File: config.mk
export PLATFORM = sky130hd
export DESIGN_NAME = battery_stack_cell_monitor
export DESIGN_NICKNAME = d
export VERILOG_FILES = /design/src/hw/rtl/bscm_pkg.sv /design/src/hw/rtl/battery_stack_cell_monitor.sv
export SDC_FILE = /design/constraint.sdc
export NUM_CORES = 2
export LEC_CHECK = 0
export BUFFER_PORTS_ARGS = -buffer_cell sky130_fd_sc_hd__buf_2
export CAP_MARGIN = 10
export CORE_AREA = 2 2 338 206
export CTS_BUF_LIST = sky130_fd_sc_hd__clkbuf_16
export CTS_CLUSTER_DIAMETER = 120
export DETAILED_ROUTE_END_ITERATION = 8
export DIE_AREA = 0 0 340 208
export GPL_ROUTABILITY_DRIVEN = 0
export PLACE_DENSITY = 0.65
export SLEW_MARGIN = 20
export SYNTH_ARGS = -nofsm -noshare
export SYNTH_HDL_FRONTEND = slang
export SYNTH_SLANG_ARGS = --single-unit
File: constraint.sdc
create_clock -name clk -period 8.28 [get_ports clk]
set_clock_uncertainty 0.15 [all_clocks]
set_input_delay 1.656 -clock clk [delete_from_list [all_inputs] [get_ports clk]]
set_output_delay 1.656 -clock clk [all_outputs]
set_load 0.05 [all_outputs]
File: src/hw/rtl/bscm_pkg.sv
`timescale 1ns / 1ps
`default_nettype none

package bscm_pkg;

  // Stack geometry and ADC resolution
  localparam int NUM_TAPS = 8;
  localparam int ADC_BITS = 12;

  // Field widths fixed by the interface
  localparam int TAP_W    = 3;
  localparam int SAMPLE_W = 12;
  localparam int MV_W     = 16;
  localparam int STATUS_W = 2;
  localparam int CNT_W    = 8;
  localparam int SCALE_W  = 24;
  localparam int FRAC_W   = 16;

  // Accumulator holds up to 256 full-scale samples
  localparam int SUM_W   = ADC_BITS + CNT_W;
  localparam int PROD_W  = SUM_W + SCALE_W;
  localparam int STEP_W  = $clog2(SUM_W);
  localparam int SAT_LSB = FRAC_W + MV_W;

  // Configuration port
  localparam int CFG_IDX_W  = 3;
  localparam int CFG_DATA_W = 24;

  localparam logic [CFG_IDX_W-1:0] CFG_SAMPLES_PER_TAP = 3'd0;
  localparam logic [CFG_IDX_W-1:0] CFG_SCALE_Q16       = 3'd1;
  localparam logic [CFG_IDX_W-1:0] CFG_PACK_LOW_MV     = 3'd2;
  localparam logic [CFG_IDX_W-1:0] CFG_CELL_LOW_MV     = 3'd3;

  // Register reset values
  localparam logic [CNT_W-1:0]   RST_SAMPLES_PER_TAP = 8'd16;
  localparam logic [SCALE_W-1:0] RST_SCALE_Q16       = 24'd52822;
  localparam logic [MV_W-1:0]    RST_PACK_LOW_MV     = 16'd30000;
  localparam logic [MV_W-1:0]    RST_CELL_LOW_MV     = 16'd3000;

  // Status codes
  localparam logic [STATUS_W-1:0] STATUS_OK       = 2'd0;
  localparam logic [STATUS_W-1:0] STATUS_CELL_LOW = 2'd1;
  localparam logic [STATUS_W-1:0] STATUS_PACK_LOW = 2'd2;

  // Stream payload widths (padded to whole bytes)
  localparam int S_DATA_W = 16;
  localparam int M_DATA_W = 40;
  localparam int M_PAD_W  = M_DATA_W - TAP_W - 2 * MV_W - STATUS_W;

  // Result payload, last field in the lowest bits
  typedef struct packed {
    logic [M_PAD_W-1:0]  pad;
    logic [STATUS_W-1:0] status;
    logic [MV_W-1:0]     pack_mv;
    logic [MV_W-1:0]     cell_mv;
    logic [TAP_W-1:0]    tap_done;
  } result_t;

  // Sequencer states
  typedef enum logic [2:0] {
    ST_IDLE,
    ST_DIV,
    ST_MUL,
    ST_SAT,
    ST_FIN
  } state_t;

endpackage

`default_nettype wire

File: src/hw/rtl/battery_stack_cell_monitor.sv
// Samples that do not complete a tap are taken back to back; ready stays high meanwhile.
// A completing sample runs a restoring divide of one quotient bit per cycle (SUM_W = 20
// quotient bits), then a multiply step, a saturate step and a result step. No sample is
// taken until the sequencer is back in idle; it stays in its result state while an earlier
// result still waits on the output. Reset (rst, synchronous, active high) loads register
// defaults and clears the accumulator, tap history and output valid.
`timescale 1ns / 1ps
`default_nettype none

module battery_stack_cell_monitor (
  input  wire logic                            clk,
  input  wire logic                            rst,
  // Sample stream
  input  wire logic                            s_tvalid,
  output logic                                 s_tready,
  input  wire logic [bscm_pkg::S_DATA_W-1:0]   s_tdata,   // tap[2:0], sample[14:3], zero pad
  // Result stream
  output logic                                 m_tvalid,
  input  wire logic                            m_tready,
  output logic [bscm_pkg::M_DATA_W-1:0]        m_tdata,   // tap_done[2:0], cell_mv[18:3],
                                                          // pack_mv[34:19], status[36:35], pad
  output logic                                 m_tlast,
  // Configuration writes
  input  wire logic                            cfg_valid,
  output logic                                 cfg_ready,
  input  wire logic [bscm_pkg::CFG_IDX_W-1:0]  cfg_index,
  input  wire logic [bscm_pkg::CFG_DATA_W-1:0] cfg_data
);

  localparam logic [bscm_pkg::SUM_W-1:0] SMP_MASK =
    bscm_pkg::SUM_W'((64'd1 << bscm_pkg::ADC_BITS) - 64'd1);

  // Configuration registers
  logic [bscm_pkg::CNT_W-1:0]   samples_per_tap;
  logic [bscm_pkg::SCALE_W-1:0] scale_q16;
  logic [bscm_pkg::MV_W-1:0]    pack_low_mv;
  logic [bscm_pkg::MV_W-1:0]    cell_low_mv;

  // Running state
  bscm_pkg::state_t             state, state_next;
  logic [bscm_pkg::SUM_W-1:0]   sample_sum;
  logic [bscm_pkg::CNT_W-1:0]   sample_count;
  logic [bscm_pkg::MV_W-1:0]    prev_tap_mv;
  logic                         cell_low_seen;

  // Divider and datapath registers
  logic [bscm_pkg::STEP_W-1:0]  step;
  logic [bscm_pkg::CNT_W-1:0]   div_q;
  logic [bscm_pkg::CNT_W-1:0]   rem_q;
  logic [bscm_pkg::SUM_W-1:0]   quo_q;
  logic [bscm_pkg::TAP_W-1:0]   tap_q;
  logic [bscm_pkg::PROD_W-1:0]  prod_q;
  logic [bscm_pkg::MV_W-1:0]    mv_q;
  bscm_pkg::result_t            res_q;
  logic                         last_q;

  // Input decode
  logic [bscm_pkg::TAP_W-1:0]   in_tap;
  logic [bscm_pkg::SUM_W-1:0]   in_smp;
  logic                         in_acc;
  logic [bscm_pkg::CNT_W-1:0]   target;
  logic [bscm_pkg::CNT_W-1:0]   count_inc;
  logic [bscm_pkg::SUM_W-1:0]   sum_inc;
  logic                         tap_complete;

  assign in_tap = s_tdata[bscm_pkg::TAP_W-1:0];
  assign in_smp = bscm_pkg::SUM_W'(s_tdata[bscm_pkg::TAP_W +: bscm_pkg::SAMPLE_W]) & SMP_MASK;
  assign in_acc = s_tvalid && s_tready;

  // A zero count acts as one; an 8-bit wrap of the count also completes the tap
  assign target       = (samples_per_tap == '0) ? bscm_pkg::CNT_W'(1) : samples_per_tap;
  assign count_inc    = sample_count + bscm_pkg::CNT_W'(1);
  assign sum_inc      = sample_sum + in_smp;
  assign tap_complete = (count_inc == '0) || (count_inc >= target);

  // Restoring divide step
  logic [bscm_pkg::CNT_W:0]     div_shift;
  logic [bscm_pkg::CNT_W+1:0]   div_diff;
  logic                         div_ge;

  assign div_shift = {rem_q, quo_q[bscm_pkg::SUM_W-1]};
  assign div_diff  = {1'b0, div_shift} - {2'b00, div_q};
  assign div_ge    = !div_diff[bscm_pkg::CNT_W+1];

  // Result computation
  logic [bscm_pkg::MV_W-1:0]     prev_mv;
  logic [bscm_pkg::MV_W-1:0]     cell_mv;
  logic                          cell_low;
  logic                          seen_new;
  logic                          is_last;
  logic [bscm_pkg::STATUS_W-1:0] status_new;
  logic                          out_free;

  assign prev_mv  = (tap_q == '0) ? '0 : prev_tap_mv;
  assign cell_mv  = mv_q - prev_mv;
  assign cell_low = (cell_mv <= cell_low_mv);
  assign seen_new = (tap_q == '0) ? cell_low : (cell_low_seen || cell_low);
  assign is_last  = (32'(tap_q) == 32'(bscm_pkg::NUM_TAPS - 1));
  assign out_free = !m_tvalid || m_tready;

  always_comb begin
    if (mv_q <= pack_low_mv) begin
      status_new = bscm_pkg::STATUS_PACK_LOW;
    end else if (seen_new) begin
      status_new = bscm_pkg::STATUS_CELL_LOW;
    end else begin
      status_new = bscm_pkg::STATUS_OK;
    end
  end

  // Sequencer
  always_ff @(posedge clk) begin
    if (rst) begin
      state <= bscm_pkg::ST_IDLE;
    end else begin
      state <= state_next;
    end
  end

  always_comb begin
    state_next = state;
    s_tready   = 1'b0;
    case (state)
      bscm_pkg::ST_IDLE: begin
        s_tready = 1'b1;
        if (s_tvalid && tap_complete) begin
          state_next = bscm_pkg::ST_DIV;
        end
      end
      bscm_pkg::ST_DIV: begin
        if (step == bscm_pkg::STEP_W'(bscm_pkg::SUM_W - 1)) begin
          state_next = bscm_pkg::ST_MUL;
        end
      end
      bscm_pkg::ST_MUL: state_next = bscm_pkg::ST_SAT;
      bscm_pkg::ST_SAT: state_next = bscm_pkg::ST_FIN;
      bscm_pkg::ST_FIN: begin
        if (out_free) begin
          state_next = bscm_pkg::ST_IDLE;
        end
      end
      default: state_next = bscm_pkg::ST_IDLE;
    endcase
  end

  // Configuration registers; writes always taken
  assign cfg_ready = 1'b1;

  always_ff @(posedge clk) begin
    if (rst) begin
      samples_per_tap <= bscm_pkg::RST_SAMPLES_PER_TAP;
      scale_q16       <= bscm_pkg::RST_SCALE_Q16;
      pack_low_mv     <= bscm_pkg::RST_PACK_LOW_MV;
      cell_low_mv     <= bscm_pkg::RST_CELL_LOW_MV;
    end else if (cfg_valid) begin
      case (cfg_index)
        bscm_pkg::CFG_SAMPLES_PER_TAP: samples_per_tap <= cfg_data[bscm_pkg::CNT_W-1:0];
        bscm_pkg::CFG_SCALE_Q16:       scale_q16       <= cfg_data[bscm_pkg::SCALE_W-1:0];
        bscm_pkg::CFG_PACK_LOW_MV:     pack_low_mv     <= cfg_data[bscm_pkg::MV_W-1:0];
        bscm_pkg::CFG_CELL_LOW_MV:     cell_low_mv     <= cfg_data[bscm_pkg::MV_W-1:0];
        default: ;
      endcase
    end
  end

  // Accumulator, tap history and output valid
  always_ff @(posedge clk) begin
    if (rst) begin
      sample_sum    <= '0;
      sample_count  <= '0;
      prev_tap_mv   <= '0;
      cell_low_seen <= 1'b0;
      m_tvalid      <= 1'b0;
    end else begin
      if (in_acc) begin
        if (tap_complete) begin
          sample_sum   <= '0;
          sample_count <= '0;
        end else begin
          sample_sum   <= sum_inc;
          sample_count <= count_inc;
        end
      end
      if (state == bscm_pkg::ST_FIN && out_free) begin
        m_tvalid      <= 1'b1;
        prev_tap_mv   <= mv_q;
        cell_low_seen <= is_last ? 1'b0 : seen_new;
      end else if (m_tvalid && m_tready) begin
        m_tvalid <= 1'b0;
      end
    end
  end

  // Divider, multiplier and result payload
  always_ff @(posedge clk) begin
    case (state)
      bscm_pkg::ST_IDLE: begin
        if (in_acc && tap_complete) begin
          quo_q <= sum_inc;
          div_q <= target;
          rem_q <= '0;
          step  <= '0;
          tap_q <= in_tap;
        end
      end
      bscm_pkg::ST_DIV: begin
        rem_q <= div_ge ? div_diff[bscm_pkg::CNT_W-1:0] : div_shift[bscm_pkg::CNT_W-1:0];
        quo_q <= {quo_q[bscm_pkg::SUM_W-2:0], div_ge};
        step  <= step + bscm_pkg::STEP_W'(1);
      end
      bscm_pkg::ST_MUL: begin
        prod_q <= bscm_pkg::PROD_W'(quo_q) * bscm_pkg::PROD_W'(scale_q16);
      end
      bscm_pkg::ST_SAT: begin
        if (prod_q[bscm_pkg::PROD_W-1:bscm_pkg::SAT_LSB] != '0) begin
          mv_q <= '1;
        end else begin
          mv_q <= prod_q[bscm_pkg::SAT_LSB-1:bscm_pkg::FRAC_W];
        end
      end
      bscm_pkg::ST_FIN: begin
        if (out_free) begin
          res_q.pad      <= '0;
          res_q.tap_done <= tap_q;
          res_q.cell_mv  <= cell_mv;
          res_q.pack_mv  <= is_last ? mv_q : '0;
          res_q.status   <= is_last ? status_new : bscm_pkg::STATUS_OK;
          last_q         <= is_last;
        end
      end
      default: ;
    endcase
  end

  assign m_tdata = res_q;
  assign m_tlast = last_q;

  // Checks
  a_div_step_range: assert property (@(posedge clk) disable iff (rst)
    state == bscm_pkg::ST_DIV |-> step < bscm_pkg::STEP_W'(bscm_pkg::SUM_W))
    else $error("divider step counter out of range");

  a_complete_clears: assert property (@(posedge clk) disable iff (rst)
    in_acc && tap_complete |=> state == bscm_pkg::ST_DIV && sample_sum == '0 &&
    sample_count == '0)
    else $error("tap completion did not start divide and clear accumulator");

  a_status_code: assert property (@(posedge clk) disable iff (rst)
    m_tvalid |-> res_q.status != 2'd3)
    else $error("undefined status code on result");

  a_middle_tap_clean: assert property (@(posedge clk) disable iff (rst)
    m_tvalid && !m_tlast |-> res_q.pack_mv == '0 && res_q.status == bscm_pkg::STATUS_OK)
    else $error("pack voltage or status on a middle tap result");

  a_busy_not_ready: assert property (@(posedge clk) disable iff (rst)
    $past(in_acc && tap_complete) |-> !s_tready)
    else $error("sample taken while tap result in progress");

endmodule

`default_nettype wire

Word-level counts from Yosys, hierarchy flattened
Cells that the tools add are included.
{"block": "word_totals", "reg_bits": 255}
{"block": "op_classes", "mul": 1, "n_bitwise": 1, "reduce_logical": 27, "n_lt_le_gt_ge": 3, "muxes": 22, "n_eq_ne": 13, "addsub": 5}
{"operator": "multiplier 20 x 24 -> 44 bit", "count": 1}
{"operator": "2-to-1 mux 20 bit", "count": 2}
{"operator": "case mux 20 bit (2 select lines)", "count": 1}
{"operator": "less-or-equal comparator 16 bit", "count": 2}
{"operator": "2-to-1 mux 8 bit", "count": 4}
{"operator": "adder 20 x 12 -> 20 bit", "count": 1}
{"operator": "zero test 8 bit", "count": 2}
{"operator": "2-to-1 mux 16 bit", "count": 1}
{"operator": "case mux 8 bit (2 select lines)", "count": 1}
{"operator": "subtractor 16 bit", "count": 1}
{"operator": "case mux 3 bit (5 select lines)", "count": 1}
{"operator": "AND reduction 2 bit", "count": 7}
{"operator": "equality test 3 x 2 -> 1 bit (second input constant)", "count": 4}
{"operator": "nonzero test 12 bit", "count": 1}
{"operator": "case mux 5 bit (2 select lines)", "count": 1}
{"operator": "subtractor 9 x 8 -> 10 bit", "count": 1}
{"operator": "zero test 3 bit", "count": 3}
{"operator": "2-to-1 mux 3 bit", "count": 3}
{"operator": "adder 8 x 1 -> 8 bit (second input constant)", "count": 1}
{"operator": "greater-or-equal comparator 8 bit", "count": 1}
{"operator": "!= test 2 bit (second input constant)", "count": 4}
{"operator": "equality test 3 x 1 -> 1 bit (second input constant)", "count": 2}
{"operator": "equality test 3 bit (second input constant)", "count": 2}
{"operator": "2-to-1 mux 1 bit", "count": 6}
{"operator": "other kinds (11)", "count": 19}

Logic depth before layout (Yosys ltp)
{"block": "logic_depth", "depth_word": 8, "mapped_depth": 26, "ltp_nobuf": 25}

Least setup slack after synthesis
No wires, ideal clock.
{"block": "synth_timing", "path_type": "reg2reg", "startpoint": "reg quo_q[5] (netlist bit)", "endpoint": "reg prod_q[36] (netlist bit), data pin", "path_stages_with_launch": 25, "path_buffers": 2, "path_slack_ns": 1.608, "arrival_ns": 6.263, "required_ns": 7.871, "path_cell_list": "edfxtp_1 buf_1 and2_1 fa_1 inv_1 fa_1 fa_1 inv_1 fa_1 fa_1 fa_1 inv_1 fa_1 inv_1 ha_1 buf_2 a21oi_1 nand2_1 a221oi_2 a21oi_1 or3_1 o21bai_1 a31oi_1 a21oi_1 xnor2_1"}
{"block": "synth_via", "elab_chain_len": 1}
{"item": "from (decl)", "line": "battery_stack_cell_monitor.sv:50", "text": "logic [bscm_pkg::SUM_W-1:0] quo_q;"}
{"item": "from (signal assigned)", "line": "battery_stack_cell_monitor.sv:199", "text": "quo_q <= sum_inc;"}
{"item": "from (signal assigned)", "line": "battery_stack_cell_monitor.sv:208", "text": "quo_q <= {quo_q[bscm_pkg::SUM_W-2:0], div_ge};"}
{"item": "multiplier 20 x 24 -> 44 bit", "line": "battery_stack_cell_monitor.sv:212", "text": "prod_q <= bscm_pkg::PROD_W'(quo_q) * bscm_pkg::PROD_W'(scale_q16);"}
{"item": "to (signal assigned)", "line": "battery_stack_cell_monitor.sv:212"}
{"item": "to (decl)", "line": "battery_stack_cell_monitor.sv:52", "text": "logic [bscm_pkg::PROD_W-1:0] prod_q;"}
No other way between the ends.
A chain may end at the register's enable or synchronous reset.

Final worst setup path
{"block": "layout_timing", "startpoint": "reg quo_q[5] (netlist bit)", "endpoint": "reg prod_q[41] (netlist bit), data pin"}
Same word-level chain as after synthesis.

==> reports/results.tsv <==
metric	value	unit
status	complete, no violations	
R2R Setup Slk	0.41	ns
initial core utilization	39.7	%
CP endpoint kind	flip-flop	
Yosys cell types	74	
Via density	5.12	
Final Non-Filler Cells	3875	
Tmin final	7.87	ns
drt drc	0	
Yosys warning count	0	
register bit total from synthesis	239	
Max Transition Viols Final	0	
CTS tree	built	
Clock Latency Late Sink	0.57	ns
DP HPWL	58.9	mm
dpl cells	3827	
Post-Synthesis Cells	2904	
reg-to-reg critical path endpoint	prod_q[41]	
PortBufs	86	
# diodes	0	
vias in the first global route	20100	
die width	340	um
initial antenna violation count	2	
R2R Path Start	quo_q[5]	
CTS clock-pin slew for the worst setup and hold paths	0.07	ns
fill count	6539	
Main synth FF type	edfxtp_1	
chip height	208	um
hold depth	2	
drt pass-1 iters	5	
GRT Util Overall	21.5	%
DR vias	19800	
Post-Route WL	74.8	mm
Area Growth Syn to Fin	8.88	%
die footprint	70700	sq um
Hold Crit Class	reg2reg	
Tcrit/Tclk final	95.0	%
Hold Path Origin	cell_low_mv[10]	
root buffer cell	clkbuf_16	
sequential fraction of the synthesis area	22.5	%
final hold slack	0.308	ns
Setup violations, final	0	
Mapped Area	26800	sq um
Rows	74	
TritonCTS Buffers	24	
Post-CTS Resized	0	
DRT iter0 DRCs	1978	
Leakage Power	13.6	nW
Clock Tree Buf Depth	3	
hold buffer count at CTS	0	
EDFF count, synth	126	
worst slew pin tran	1.07	ns
global-route wire length before repair	118	mm
Worst EP arrival	7.97	ns
ys async rst share	0	%
share of cells above drive strength 1	8.13	%
Setup TNS Final	0	ns
H-tree depth	1	
CTS Sinks	239	
RSZ-0062 raised after global routing	false	
crit path kind	reg2reg	
pwr dens	309	nW/um^2
CP required	8.38	ns
DRT antenna net count	0	
Max Clk Rate	127	MHz
wire per inst	19.3	um
final hold violations	0	
Setup WS post-layout	0.410	ns
crit-path max FO	16	
I/O pin total	92	
core box area	67500	sq um
worst hold endpoint	cell_low_mv[10]	
Max-cap violations	0	
grt ovf	0	
Worst Setup Start Kind	flip-flop	
Place WS	0.597	ns
Slew HR	28.3	%
Worst R2R Path Depth	23	
syn_area_per_cell	9.24	sq um
layout net count	3617	
VDD IR max	0.450	mV
largest net degree at the start of global routing	71	
[area by class of cell]
type	count	area (sq um)	share of cell area (%)
flip-flops and latches	239	6050	20.7
inverters	488	1830	6.28
repair buffers	160	1000	3.43
multi-input cells	2032	18400	63.0
clock inverters	17	116	0.398
well taps	912	1140	3.91
clock buffers	27	676	2.31
[worst max path at each step]
stage	slack (ns)	cells past startpoint	to	from
after floorplan	1.61	24	prod_q[36]	quo_q[5]
after global placement	0.73	23	prod_q[41]	quo_q[2]
after detailed placement	0.60	23	prod_q[41]	quo_q[5]
after CTS	0.54	23	prod_q[41]	quo_q[2]
after global routing	0.002	23	prod_q[41]	quo_q[3]
final	0.41	23	prod_q[41]	quo_q[5]
[cell usage after synthesis, types with 44 or more instances]
library cell,n,area [sq um]
a21oi_1,134,671
and2_1,275,1720
clkbuf_1,135,507
dfxtp_1,113,2260
edfxtp_1,126,3780
fa_1,394,7890
ha_1,230,2880
inv_1,487,1830
nand2_1,470,1760
nor2_1,83,312
o21ai_0,49,245
xnor2_1,44,385
[logic make-up (layout without fill, tap and decap cells)]
group	count (synthesis)	in the layout	share of synthesized area [%]
XOR/XNOR	73	73	2.38
multiplexers	2	2	0.0840
buffers and inverters	635	692	8.96
other	2	4	0.0280
AND/OR/NAND/NOR	1007	1007	18.3
adder cells (fa/ha/maj)	624	624	40.1
flip-flops	239	239	22.5
AO/OA/AOI/OAI	322	322	7.61
[per-stage QoR]
stage | power (mW) | area, sq um | utilization, %
after floorplan | 5.87 | 26800 | -
after global placement | 7.79 | 28400 | 42.0
after detailed placement | 7.81 | 28400 | 42.0
after CTS | 8.98 | 29200 | 43.2
after global routing | 9.92 | 29200 | 43.3
final | 9.02 | 29200 | 43.3
[flip-flops by register name, summed over array words and instances (netlist names), 16 cells and up]
register	count
cell_low_mv	16
prev_tap_mv	16
quo_q	20
scale_q16	24
m_tdata	37
mv_q	16
pack_low_mv	16
sample_sum	20
prod_q	28
[report_power, final]
part | internal, mW | total (mW) | switching (mW)
Sequential | 1.52 | 1.57 | 0.0481
Clock | 0.596 | 1.09 | 0.497
Combinational | 2.47 | 6.36 | 3.90
[critical path, cell delays in order (launching register included)]
cell      delay (ns)
edfxtp_1        0.72
and2_1          0.34
fa_1            0.54
inv_1           0.06
fa_1            0.49
fa_1            0.51
inv_1           0.05
fa_1            0.55
fa_1            0.44
fa_1            0.57
inv_1           0.08
fa_1            0.49
inv_1           0.05
ha_1            0.40
a21oi_1         0.26
nand2_1         0.10
a221oi_2        0.49
a21oi_1         0.15
nor3_1          0.26
buf_4           0.18
nand2b_1        0.06
a21oi_1         0.31
o31ai_1         0.16
xor2_1          0.17
[routing by layer]
metal / track usage (%) / routed length [um] / share of wire [%] / up-vias
li1: - / - / - / 9149
met1: 33.7 / 36100 / 48 / 9723
met2: 28.8 / 28100 / 38 / 872
met3: 7.48 / 9570 / 13 / 79
met4: 2.61 / 988 / 1.3 / 2
met5: 0 / 9 / 0.012 / -
[cell usage in the layout (no fill, tap or decap), types with 48 or more instances in the layout]
master / instances
inv_1: 491
nand2_1: 470
fa_1: 394
and2_1: 275
ha_1: 230
a21oi_1: 134
edfxtp_1: 126
dfxtp_1: 113
buf_2: 85
nor2_1: 82
buf_4: 74
o21ai_0: 48
[what timing repair did]
item,CTS,global route
setup endpoints to repair,0,1
hold endpoints to repair,0,0
setup buffers,0,4
No activity file was read; power rests on OpenSTA's default activity.
